**config.mk**
```make
export PLATFORM = sky130hd
export DESIGN_NAME = sinegen_front
export DESIGN_NICKNAME = d
export VERILOG_FILES = /design/src/sinegen_pkg.sv /design/src/sinegen_front.sv
export SDC_FILE = /design/constraint.sdc
export NUM_CORES = 1
export LEC_CHECK = 0
export BUFFER_PORTS_ARGS = -buffer_cell sky130_fd_sc_hd__buf_2
export CAP_MARGIN = 10
export CORE_MARGIN = 1.5
export CORE_UTILIZATION = 55
export CTS_CLUSTER_DIAMETER = 80
export DETAILED_ROUTE_END_ITERATION = 6
export PLACE_DENSITY = 0.81
export RECOVER_POWER = 100
export SLEW_MARGIN = 20
export SYNTH_ARGS = -nofsm -noshare
export SYNTH_HDL_FRONTEND = slang
export SYNTH_SLANG_ARGS = --single-unit
```
**constraint.sdc**
```tcl
create_clock -name clock -period 2.6 [get_ports clock]
set_input_delay 0.13 -clock clock [delete_from_list [all_inputs] [get_ports clock]]
set_output_delay 0.13 -clock clock [all_outputs]
set_load 0.05 [all_outputs]
```
**src/sinegen_pkg.sv**
```systemverilog
package sinegen_pkg;

   localparam int INDEX_BITS_DEFAULT = 12;
   localparam int LEVEL_BITS_DEFAULT = 16;

   localparam int LEN_BITS     = 13;
   localparam int DEPTH_BITS   = 17;
   localparam int PHASE_BITS   = 24;
   localparam int QUARTER_BITS = 22;
   localparam int FRAC_BITS    = 30;
   localparam int SINE_FRAC    = 17;
   localparam int QUEUE_DEPTH  = 4;
   localparam int QPTR_BITS    = 2;
   localparam int POLY_TERMS   = 6;

   localparam logic [LEN_BITS-1:0]   LENGTH_RESET = 13'd16;
   localparam logic [DEPTH_BITS-1:0] DEPTH_RESET  = 17'd16;

   localparam logic [30:0] HALF_PI_Q30 = 31'd1686629713;
   localparam logic [30:0] ONE_Q30     = 31'd1073741824;

   // register indexes on the csr port
   localparam logic CSR_TABLE_LENGTH = 1'b0;
   localparam logic CSR_TABLE_DEPTH  = 1'b1;

   // Taylor divisors, innermost first, and floor(2^32 / divisor)
   localparam logic [7:0]  POLY_DIV   [POLY_TERMS] = '{8'd156, 8'd110, 8'd72,
                                                      8'd42, 8'd20, 8'd6};
   localparam logic [29:0] POLY_MAGIC [POLY_TERMS] = '{30'd27531841, 30'd39045157,
                                                      30'd59652323, 30'd102261126,
                                                      30'd214748364, 30'd715827882};

   typedef struct packed {
      logic last;
      logic oor;
   } tag_type;

   typedef struct packed {
      logic [LEN_BITS-1:0] index;
      tag_type             tag;
   } entry_type;

endpackage

```
**src/sinegen_front.sv**
```systemverilog
module sinegen_front #(
   parameter int INDEX_BITS = 12
) (
   input  logic                         clock,
   input  logic                         reset,
   input  logic [sinegen_pkg::LEN_BITS-1:0] table_length,
   input  logic                         req_valid,
   output logic                         req_ready,
   input  logic [INDEX_BITS-1:0]        req_sample_index,
   output logic                         q_valid,
   input  logic                         q_ready,
   output sinegen_pkg::entry_type       q_entry
);
   import sinegen_pkg::*;

   localparam int CW = (INDEX_BITS > LEN_BITS ? INDEX_BITS : LEN_BITS) + 1;

   entry_type             mem [QUEUE_DEPTH];
   logic [QPTR_BITS-1:0]  wr_ptr_ff, rd_ptr_ff;
   logic [QPTR_BITS:0]    count_ff, count_in;
   logic [CW-1:0]         idx_ext, len_ext;
   entry_type             entry_in;
   logic                  push, pop;

   assign idx_ext = CW'(req_sample_index);
   assign len_ext = CW'(table_length);

   always_comb begin
      entry_in.index    = LEN_BITS'(req_sample_index);
      entry_in.tag.oor  = idx_ext >= len_ext;
      entry_in.tag.last = (idx_ext + CW'(1)) == len_ext;
   end

   assign req_ready = count_ff != (QPTR_BITS+1)'(QUEUE_DEPTH);
   assign q_valid   = count_ff != '0;
   assign q_entry   = mem[rd_ptr_ff];
   assign push      = req_valid && req_ready;
   assign pop       = q_valid && q_ready;

   always_comb begin
      count_in = count_ff;
      if (push && !pop) begin
         count_in = count_ff + 1'b1;
      end else if (pop && !push) begin
         count_in = count_ff - 1'b1;
      end
   end

   always_ff @(posedge clock) begin
      if (reset) begin
         wr_ptr_ff <= '0;
         rd_ptr_ff <= '0;
         count_ff  <= '0;
      end else begin
         count_ff <= count_in;
         if (push) begin
            wr_ptr_ff <= wr_ptr_ff + 1'b1;
         end
         if (pop) begin
            rd_ptr_ff <= rd_ptr_ff + 1'b1;
         end
      end
   end

   always_ff @(posedge clock) begin
      if (push) begin
         mem[wr_ptr_ff] <= entry_in;
      end
   end

   a_count_bound: assert property (@(posedge clock) disable iff (reset)
      count_ff <= (QPTR_BITS+1)'(QUEUE_DEPTH))
      else $error("queue count above depth");

   a_count_track: assert property (@(posedge clock) disable iff (reset)
      push && !pop |=> count_ff == $past(count_ff) + 1'b1)
      else $error("queue count lost a request");

endmodule

```
Word level (Yosys, flattened, before mapping). Memory sizes are Yosys's and may differ from the RTL's. A register that Yosys moved wholly into a read port is not among the register bits. Cells that the tools add are included.

Bits of input ports: 29. RAM bits: 56. Bits in latches: 0. Memories: 1. Output and inout port bits: 17. Word-level logic and storage cells: 26. Bits in read-only memories: 0. Bits in registers: 7.

Eq/ne operators: 2. Multiplexer cells: 6. Order comparisons: 1. Reduce and logical (&&, ||, !) cells: 8. Bitwise gates (word level): 0. Add/sub/neg operators: 5. Div/mod/pow operators: 0. Shift-type cells: 0. Multiply operators: 0.

Memories: mem (words 4, bits a word 14, read ports 1, clocked after memory_dff 1, write ports 1, RTL line sinegen_front.sv:18) `entry_type mem [QUEUE_DEPTH];`.

Operator list (count): $add 12x1->13 const B (1); $eq 13x13->1 (1); $ge 12x13->1 (1); $mux 3 (2); $add 2x1->2 const B (2); $logic_and 1x1->1 (4); $mux 2 (2); $add 3x1->3 const B (1); $ne 3x3->1 const B (1); $reduce_bool 3->1 (1); $sub 3x1->3 const B (1); $logic_not 1->1 (2); $mux 1 (2); $reduce_bool 2->1 (1).

Depth between registers and ports, before layout. Gate-level depths: netlist of the first run.

Word-level depth: 6. Depth in mapped cells: 10. Mapped depth without buffers: 9.

Worst setup path before layout of the first run. No wires, ideal clock.

Kind: register to register. Start: reg count_ff[0]. End: reg count_ff[2]. Library setup time: 70 ps. Cell stages (with the launch flop): 11. Path buffers: 1. Setup slack: 169 ps. Required time: 2530 ps. Arrival: 2361 ps. Cell sequence: dfxtp_1 > nor2_1 > nand2_1 > and2_0 > clkbuf_1 > ha_1 > inv_1 > fa_1 > xor2_1 > or3_1 > a21oi_1.

Cells in the longest elaborated chain, start to end: 5. Elaborated cells between the ends (all ways): 13. Those cells by class: 2 x add/sub; 1 x eq/ne; 2 x mux; 8 x reduce/logical.

RTL lines: start: declaration (RTL line sinegen_front.sv:20) `logic [QPTR_BITS:0] count_ff, count_in;`; start signal: assignment (RTL line sinegen_front.sv:55) `count_ff <= count_in;`; $ne 3x3->1 * (RTL line sinegen_front.sv:34) `assign req_ready = count_ff != (QPTR_BITS+1)'(QUEUE_DEPTH);`; via req_ready (RTL line sinegen_front.sv:8) `output logic req_ready,`; $logic_and 1x1->1 * (RTL line sinegen_front.sv:37) `assign push = req_valid && req_ready;`; via push (RTL line sinegen_front.sv:23) `logic push, pop;`; $logic_not 1->1 (RTL line sinegen_front.sv:44) `end else if (pop && !push) begin`; $logic_and 1x1->1 (RTL line sinegen_front.sv:44); $reduce_bool 2->1 (no source line).

The timed path passes the listed nets; every way through them passes the cells marked *. The select of a mux whose other input is x is not followed. A chain may end at the register's enable or synchronous reset.

Final worst setup path of the first run.
Start: reg count_ff[0]. End: reg count_ff[2].

Cells in the longest elaborated chain, start to end: 5. Elaborated cells between the ends (all ways): 13. Those cells by class: 2 x add/sub; 1 x eq/ne; 2 x mux; 8 x reduce/logical.

RTL lines: parallel branches: the longest is 5 deep, another holds $sub 3x1->3.

Parallel ways; which one is timed is not known. The select of a mux whose other input is x is not followed.

==> reports/results.tsv, run 1 <==
stage	metric	value	unit
power_and_ir_drop	clockPowerShare	0.217	
route	wl	5440	um
sta	fin_crit_sh	0.854	
logic_synthesis	syn_area	0.00321	mm2
global_route	grt_usage	0.193	
logic_synthesis	ys_seq_elements	65	
clock_tree	clk_latency	0.33	ns
layout	diodes	0	
layout	final_common_cell	edfxtp_1	
global_route	grt_pass1_vias	1938	
clock_tree	ctsRootBufferMaster	clkbuf_8	
clock_tree	cts_made_buffers	9	
power_and_ir_drop	internal_power	0.00202	W
clock_tree	cts_setup_buffers	0	
sta	rsz0062_at_grt	false	
power_and_ir_drop	pwr-share-seq	0.421	
logic_synthesis	ys_types	39	
setup_path	worstPathCellList	nor2_1 > nand2_1 > and2_0 > ha_1 > inv_1 > fa_1 > xor2_1 > or3_1 > a21oi_1	
power_and_ir_drop	p_switching	0.00121	W
setup_path	cp.arrival	2.48	ns
placement	portBuffers	44	
logic_synthesis	synth_nets	270	
setup_path	critPathLaunch	count_ff[0]	
route	drt-pass1-iter-count	4	
clock_tree	clock_sinks	65	
sta	max_freq	450	MHz
setup_path	slowest_stage	dfxtp_1	
layout	drive_above_1_share	0.159	
logic_synthesis	synthAdderAreaFrac	0.0765	
power_and_ir_drop	combPwrFrac	0.362	
hold_path	hp-class	input pin to flip-flop	
layout	fin_nets	319	
power_and_ir_drop	p_sw_frac	0.374	
logic_synthesis	synth_edf_count	56	
logic_synthesis	synth_mux_area_frac	0.124	
logic_synthesis	synth_xor_area_frac	0.0519	
logic_synthesis	synthSimpleGateAreaFrac	0.0917	
sta	finalSetupViolations	0	
setup_path	reg2reg_slack	0.38	ns
sta	setup-tns-final	0	ns
layout	fill_cells	419	
power_and_ir_drop	power_density	895	mW/mm2
clock_tree	clk_path_buf_depth	2	
route	detail-route-antenna-nets	0	
route	first_iter_violations	123	
status	outcome	finished, final reports clean	
sta	drv_slew	0	
sta	fin_skew	0.00715	ns
logic_synthesis	synth_top_family_by_area	multiplexers	
power_and_ir_drop	power.total	0.00322	W
floorplanning	dieArea	0.00630	mm2
logic_synthesis	ys.flop_type	edfxtp_1	
sta	slew_headroom	0.494	
logic_synthesis	ys_seq_area_frac	0.581	
clock_tree	ctsHoldBuffers	0	
placement	hpwl	3800	um
logic_synthesis	postSynth.asyncResetShare	0	
run	drv_cap	0	
floorplanning	core	0.00557	mm2
clock_tree	ctsResizeCount	0	
sta	worstMarginPinSlew	0.759	ns
floorplanning	pin_count	46	
logic_synthesis	yosysTopAreaCellShare	0.525	
logic_synthesis	synthCells	222	
logic_synthesis	ys_warn_count	0	
layout	most-common-layout-cells	edfxtp_1, clkbuf_1, ha_1	
floorplanning	fp.dieH	79.3	um
floorplanning	initial_core_util	0.575	
logic_synthesis	ys_top_cells_by_area	edfxtp_1, mux4_2, ha_1, dfxtp_1, xor2_1	
setup_path	crit_path_end_kind	flip-flop	
sta	finalCriticalPeriod	2.22	ns
setup_path	critical_path_class	flip-flop to flip-flop	
setup_path	slowest_delay	0.41	ns
clock_tree	cts_tree	done	
placement	gp_congestion	0.849	
global_route	grt_max_degree	15	
clock_tree	clkTransAtPathRegs	0.07	ns
route	drc_errors	0	
power_and_ir_drop	total_leakage_power	1.34	nW
floorplanning	die_x	79.3	um
logic_synthesis	yosysTopAreaCell	edfxtp_1	
route	viasPerCell	5.55	
power_and_ir_drop	ir_drop	0.000560	V
logic_synthesis	syn_avg_cell_area	14.4	um2
setup_path	path_max_fanout	6	
global_route	grt_overflow	0	
route	post_drt_wl_per_cell	15.6	um
setup_path	required	2.86	ns
hold_path	hold_start	reset	
sta	finalHoldViolCount	0	
route	vias	1932	
logic_synthesis	synth_compound_area_frac	0.0453	
clock_tree	cts_max_level	3	
layout	area_delta_synth_final	12.5	%
global_route	grt_first_pass_wirelength	8960	um
setup_path	critPathLaunchType	flip-flop	
floorplanning	rows	27	
global_route	antenna_found_initial	0	
setup_path	r2r_start	count_ff[0]	
[layout make-up]
class | instances | area (um2) | share of cell area
well taps | 72 | 90.1 | 0.0250
inverters | 16 | 60.1 | 0.0167
multi-input cells | 134 | 1240 | 0.344
repair buffers | 45 | 193 | 0.0535
clock buffers | 15 | 156 | 0.0434
clock inverters | 1 | 3.75 | 0.00104
flip-flops and latches | 65 | 1860 | 0.516
[worst paths after layout]
kind / to / cells after the start
hold / removal: count_ff[2] / 2
setup / recovery: count_ff[2] / 9
setup reg to reg: count_ff[2] / 9
hold reg to reg: count_ff[2] / 2
[worst max-delay path: cells and delay by family, from the launching register on]
kind | cells | cell delay (ns)
AOI/OAI and AO/OA | 1 | 0.14
xor gates and xnor gates | 1 | 0.16
adders and majority gates | 2 | 0.60
buffers and inverters | 1 | 0.06
DFF | 1 | 0.41
and+or+nand+nor | 4 | 0.79
[layer usage]
| metal | track usage | routed length, um | vias up |
|---|---|---|---|
| li1 | - | - | 931 |
| met1 | 0.243 | 2410 | 942 |
| met2 | 0.328 | 2740 | 49 |
| met3 | 0.0345 | 202 | 10 |
| met4 | 0.0789 | 80 | 0 |
| met5 | 0 | 0 | - |
[Yosys cell counts, types with 3 or more instances]
cell      count
edfxtp_1     56
ha_1         18
inv_1        16
nor2_1       16
mux4_2       14
xor2_1       11
dfxtp_1       9
a21oi_1       8
xnor2_1       8
mux2i_1       7
nand3_1       6
nand2_1       5
and3_1        4
clkbuf_1      4
o21ai_0       4
a21o_1        3
nand4_1       3
or3_1         3
[cell families (layout without fill, tap and decap cells)]
| kind of cell | count (synthesis) | in the layout |
|---|---|---|
| AO/OA/AOI/OAI | 23 | 23 |
| XOR/XNOR | 19 | 19 |
| adder cells (fa/ha/maj) | 19 | 19 |
| buffers and inverters | 23 | 77 |
| flip-flops | 65 | 65 |
| multiplexers | 22 | 22 |
| other | 1 | 1 |
| AND/OR/NAND/NOR | 50 | 50 |
[sequential cells by signal, indices dropped and copies added (netlist names), named ones only]
register   flops
count_ff       3
mem           56
wr_ptr_ff      2
rd_ptr_ff      2
[power by group through the flow]
stage               Clock (W)  Sequential (W)  Combinational, W
floorplan                   0         0.00135          0.000967
global placement            0         0.00137           0.00119
detailed placement          0         0.00138           0.00121
CTS                  0.000704         0.00136           0.00121
global route         0.000756         0.00137           0.00126
finish               0.000700         0.00136           0.00117
[stage by stage]
| stage | hold WS, ns | setup slack, ns | instance area (um2) | utilization | cells |
|---|---|---|---|---|---|
| 3_5_place_dp | 0.403 | 0.411 | 3490 | 0.626 | 332 |
| 3_3_place_gp | 0.406 | 0.491 | 3490 | 0.626 | 332 |
| 6_report | 0.0683 | 0.379 | 3600 | 0.647 | 348 |
| 4_1_cts | 0.0598 | 0.389 | 3650 | 0.655 | 348 |
| 2_1_floorplan | 0.229 | 0.169 | 3210 | - | 222 |
| 5_1_grt | 0.0739 | 0.193 | 3600 | 0.647 | 348 |
Power figures use the tool's default switching activity.
==> run 2, diff against run 1 <==
--- a/config.mk
+++ b/config.mk
@@ -7,7 +7,6 @@
 export LEC_CHECK = 0
 export BUFFER_PORTS_ARGS = -buffer_cell sky130_fd_sc_hd__buf_2
 export CAP_MARGIN = 10
-export CORE_MARGIN = 1.5
 export CORE_UTILIZATION = 55
 export CTS_CLUSTER_DIAMETER = 80
 export DETAILED_ROUTE_END_ITERATION = 6
==> run 2 against run 1 <==
Net effect:
- first-iteration DRC count shrank 14%
- die area shrank 2.5%
- routed wire length shrank 2.9%
- clock power shrank 5.9%
- via count shrank 0.83%
- global-route usage shrank 0.39 points
- final cell count is the same
- count of clock-buffer cells in the layout is the same
- sequential share of layout area grew 0.22 points
- critical path depth is the same
==> reports/results.tsv, run 2 (synthesized netlist as in run 1, its figures left out) <==
stage	metric	value	unit
global_route	antenna_found_initial	0	
layout	final_common_cell	edfxtp_1	
global_route	grt_overflow	0	
power_and_ir_drop	power_density	886	mW/mm2
route	detail-route-antenna-nets	0	
layout	most-common-layout-cells	edfxtp_1, clkbuf_1, ha_1	
clock_tree	ctsRootBufferMaster	clkbuf_8	
floorplanning	rows	27	
floorplanning	core	0.00557	mm2
layout	top_regs	mem: 56 flops, count_ff: 3 flops	
setup_path	critPathLaunchType	flip-flop	
sta	fin_skew	0.00668	ns
route	drc_errors	0	
clock_tree	cts_setup_buffers	0	
sta	worstMarginPinSlew	0.729	ns
clock_tree	clk_latency	0.32	ns
sta	rsz0062_at_grt	false	
layout	largest_reg_flops	56	
layout	fill_cells	421	
global_route	grt_usage	0.189	
setup_path	required	2.86	ns
floorplanning	die_x	78.3	um
status	outcome	finished, final reports clean	
global_route	grt_first_pass_wirelength	8470	um
setup_path	cp.arrival	2.47	ns
setup_path	path_max_fanout	6	
route	vias	1916	
layout	regMostFlops	mem	
clock_tree	ctsHoldBuffers	0	
power_and_ir_drop	ir_drop	0.000620	V
layout	diodes	0	
layout	fin_nets	319	
sta	finalHoldViolCount	0	
floorplanning	pin_count	46	
power_and_ir_drop	total_leakage_power	1.33	nW
clock_tree	clkTransAtPathRegs	0.06	ns
layout	area_delta_synth_final	12.0	%
sta	drv_slew	0	
global_route	grt_pass1_vias	1728	
route	first_iter_violations	106	
floorplanning	dieArea	0.00614	mm2
sta	fin_crit_sh	0.848	
clock_tree	cts_made_buffers	9	
sta	finalSetupViolations	0	
clock_tree	cts_max_level	3	
run	drv_cap	0	
layout	drive_above_1_share	0.152	
route	drt-pass1-iter-count	4	
floorplanning	fp.dieH	78.3	um
setup_path	reg2reg_slack	0.40	ns
route	wl	5280	um
route	viasPerCell	5.51	
placement	gp_congestion	0.778	
sta	setup-tns-final	0	ns
setup_path	critical_path_class	flip-flop to flip-flop	
global_route	grt_max_degree	15	
clock_tree	cts_tree	done	
clock_tree	ctsResizeCount	0	
route	post_drt_wl_per_cell	15.2	um
hold_path	hp-class	input pin to flip-flop	
sta	max_freq	454	MHz
clock_tree	clk_path_buf_depth	2	
clock_tree	clock_sinks	65	
setup_path	crit_path_end_kind	flip-flop	
layout	final_util	0.644	
sta	slew_headroom	0.514	
floorplanning	initial_core_util	0.575	
placement	portBuffers	44	
sta	finalCriticalPeriod	2.20	ns
placement	hpwl	3800	um
## run 2: cell counts in the layout (fill, tap and decap cells not counted)
Identical to the previous run, type by type.
## run 2: per-layer routing
layer / vias to the layer above / GRT usage / part of all wire
li1: 933 / - / -
met1: 909 / 0.256 / 0.44
met2: 68 / 0.291 / 0.48
met3: 6 / 0.0535 / 0.067
met4: 0 / 0.0685 / 0.013
met5: - / 0 / 0
## run 2: where the power goes
part | internal (W) | switching [W]
Combinational | 0.000364 | 0.000801
Sequential | 0.00129 | 0.0000706
Clock | 0.000345 | 0.000314
## run 2: area by class of cell
cell class                 instances  area, um2  area share
tap                               72       90.1      0.0251
multi-input combinational        134       1230       0.344
clock buffer                      15        146      0.0408
clock inverter                     1       3.75     0.00105
inverter                          16       60.1      0.0167
timing repair buffer              45        193      0.0537
sequential                        65       1860       0.519
## run 2: metrics by stage
step | hold WS [ns] | cell area (um2) | cells | setup slack [ns] | total power (W)
after global placement | 0.406 | 3490 | 332 | 0.486 | 0.00257
after global routing | 0.0820 | 3590 | 348 | 0.212 | 0.00336
after detailed placement | 0.419 | 3490 | 332 | 0.394 | 0.00259
after floorplan | 0.229 | 3210 | 222 | 0.169 | 0.00232
after CTS | 0.0625 | 3640 | 348 | 0.380 | 0.00326
final | 0.0719 | 3590 | 348 | 0.395 | 0.00318
## run 2: critical path, cell delays in order, from the launching register on
cell     delay (ns)
dfxtp_1        0.40
nor2_1         0.07
nand2_1        0.14
and2_0         0.28
ha_1           0.23
inv_1          0.07
fa_1           0.38
xor2_1         0.15
or3_1          0.30
a21oi_1        0.13
## run 2: path summary, 6_finish.rpt
check,from,end,cells past startpoint
max,count_ff[0],count_ff[2],9
min,reset,count_ff[2],2
max reg2reg,count_ff[0],count_ff[2],9
min reg2reg,count_ff[2],count_ff[2],2
==> run 3, diff against run 2 <==
--- a/config.mk
+++ b/config.mk
@@ -7,10 +7,10 @@
 export LEC_CHECK = 0
 export BUFFER_PORTS_ARGS = -buffer_cell sky130_fd_sc_hd__buf_2
 export CAP_MARGIN = 10
-export CORE_UTILIZATION = 55
+export CORE_UTILIZATION = 51
 export CTS_CLUSTER_DIAMETER = 80
 export DETAILED_ROUTE_END_ITERATION = 6
-export PLACE_DENSITY = 0.81
+export PLACE_DENSITY = 0.79
 export RECOVER_POWER = 100
 export SLEW_MARGIN = 20
 export SYNTH_ARGS = -nofsm -noshare
==> constraint.sdc (replaced) <==
create_clock -name clock -period 1.8 [get_ports clock]
set_input_delay 0.09 -clock clock [delete_from_list [all_inputs] [get_ports clock]]
set_output_delay 0.09 -clock clock [all_outputs]
set_load 0.05 [all_outputs]
==> run 3 against run 2 <==
Net effect:
- design area grew 8.6%
- highest routed layer unchanged
- count of clock-buffer cells in the layout decreased by 6
- hold slack worse by 0.029 ns
- the run now ends with negative setup slack left
- combinational power is 74% higher
- total power is 70% higher
==> reports/results.tsv, run 3 (synthesized netlist as in run 1, its figures left out) <==
stage	metric	value	unit
status	outcome	complete, but fails checks	
status	violations	negative setup slack	
run	drv_cap	0	
floorplanning	dieArea	0.00661	mm2
power_and_ir_drop	combPwrFrac	0.376	
layout	drive_above_1_share	0.300	
power_and_ir_drop	power_density	1380	mW/mm2
layout	final_common_cell	edfxtp_1	
setup_path	r2r_cells	8	
sta	fin_skew	0.00555	ns
sta	setup_ws	-0.176	ns
sta	setup-tns-final	-0.201	ns
setup_path	crit_path_end_kind	flip-flop	
route	highest_layer	met4	
layout	area_delta_synth_final	21.6	%
floorplanning	core	0.00599	mm2
setup_path	critPathLaunchType	flip-flop	
sta	rsz0062_at_grt	true	
clock_tree	clock_sinks	65	
clock_tree	ctsRootBufferMaster	clkbuf_8	
clock_tree	clk_path_buf_depth	2	
clock_tree	cts_max_level	3	
sta	finalHoldViolCount	0	
setup_path	reg2reg_slack	-0.18	ns
route	wl	5840	um
power_and_ir_drop	internal_power	0.00353	W
global_route	grt_usage	0.195	
setup_path	cp.arrival	2.24	ns
route	met1_length	2580	um
floorplanning	fp.dieH	81.3	um
route	vias	2016	
layout	most-common-layout-cells	edfxtp_1, clkbuf_1, ha_1, buf_2, nor2_1	
power_and_ir_drop	clockPowerShare	0.262	
route	detail-route-antenna-nets	0	
power_and_ir_drop	ir_drop	0.000739	V
layout	diodes	0	
power_and_ir_drop	total_leakage_power	1.53	nW
clock_tree	cts_tree	done	
global_route	antenna_found_initial	0	
setup_path	r2r_start	count_ff[1]	
power_and_ir_drop	pwr-share-seq	0.362	
setup_path	required	2.07	ns
floorplanning	initial_core_util	0.535	
power_and_ir_drop	p_switching	0.00187	W
hold_path	hp-class	input pin to flip-flop	
hold_path	holdPathStages	2	
global_route	grt_first_pass_wirelength	9230	um
layout	fin_nets	340	
floorplanning	pin_count	46	
clock_tree	clkTransAtPathRegs	0.07	ns
sta	slew_headroom	0.515	
clock_tree	cts_made_buffers	9	
route	drc_errors	0	
global_route	grt_pass1_vias	1971	
sta	max_freq	506	MHz
setup_path	critical_path_class	flip-flop to flip-flop	
hold_path	holdPathEnd	count_ff[2]	
route	first_iter_violations	100	
sta	finalSetupViolations	2	
route	drt-pass1-iter-count	4	
layout	regMostFlops	mem	
placement	portBuffers	44	
placement	gp_congestion	0.777	
floorplanning	rows	28	
route	viasPerCell	5.42	
layout	top_regs	mem: 56 flops, count_ff: 3 flops	
sta	drv_slew	0	
route	met2_length	2970	um
layout	largest_reg_flops	56	
placement	dp_slack	-0.160	ns
sta	fin_crit_sh	1.10	
sta	worstMarginPinSlew	0.727	ns
floorplanning	die_x	81.3	um
sta	finalCriticalPeriod	1.98	ns
route	wl_met3	199	um
power_and_ir_drop	p_sw_frac	0.346	
sta	timing.hold.ws	0.0434	ns
placement	hpwl	4280	um
clock_tree	clk_latency	0.33	ns
setup_path	reg2reg_to	count_ff[2]	
setup_path	path_max_fanout	4	
hold_path	hold_start	reset	
global_route	grt_max_degree	15	
global_route	grt_overflow	0	
route	post_drt_wl_per_cell	15.7	um
run 3: worst max path at each step:
| stage | from | slack (ns) | to | cells past startpoint |
|---|---|---|---|---|
| floorplan | count_ff[1] | -0.22 | count_ff[2] | 8 |
| global placement | count_ff[1] | -0.1 | count_ff[2] | 8 |
| detailed placement | count_ff[1] | -0.16 | count_ff[2] | 8 |
| CTS | count_ff[1] | -0.17 | count_ff[2] | 8 |
| global route | count_ff[1] | -0.24 | count_ff[2] | 8 |
| finish | count_ff[1] | -0.18 | count_ff[2] | 8 |
run 3: area by class of cell:
cell class	count	area [um2]
clock buffers	9	124
flip-flops and latches	65	1860
inverters	16	60.1
well taps	75	93.8
multi-input cells	134	1290
repair buffers	66	357
clock inverters	7	109
fillers	436	2090
run 3: power by group through the flow:
stage	sequential, W	clock (W)	combinational (W)
after CTS	0.00195	0.00143	0.00206
after detailed placement	0.00198	0	0.00204
after global routing	0.00197	0.00148	0.00218
after global placement	0.00197	0	0.00201
after floorplan	0.00196	0	0.00147
final	0.00195	0.00141	0.00203
run 3: stage by stage:
stage | total power [W] | area (um2) | util | cells
after floorplan | 0.00344 | 3240 | - | 222
final | 0.00539 | 3900 | 0.651 | 372
after global placement | 0.00398 | 3700 | 0.618 | 356
after CTS | 0.00544 | 3940 | 0.657 | 372
after global routing | 0.00563 | 3900 | 0.651 | 372
after detailed placement | 0.00403 | 3700 | 0.618 | 356
run 3: worst max-delay path, cell delays in order, from the launching register on:
cell,delay [ns]
dfxtp_2,0.33
or3_4,0.40
nand2_4,0.08
ha_4,0.13
inv_2,0.03
fa_2,0.33
xor2_1,0.16
or3_1,0.33
a21oi_2,0.12
run 3: per-layer routing:
layer,track usage,up-vias
met5,0,-
met4,0.0911,0
met3,0.0270,8
met2,0.338,54
met1,0.240,982
li1,-,972
run 3: repair_timing:
item                                    in CTS  in global routing
endpoints found under the setup margin       2                  2
resized for setup                            1                  1
gates cloned                                 0                  0
hold buffers                                 0                  0
buffers inserted                             0                  0
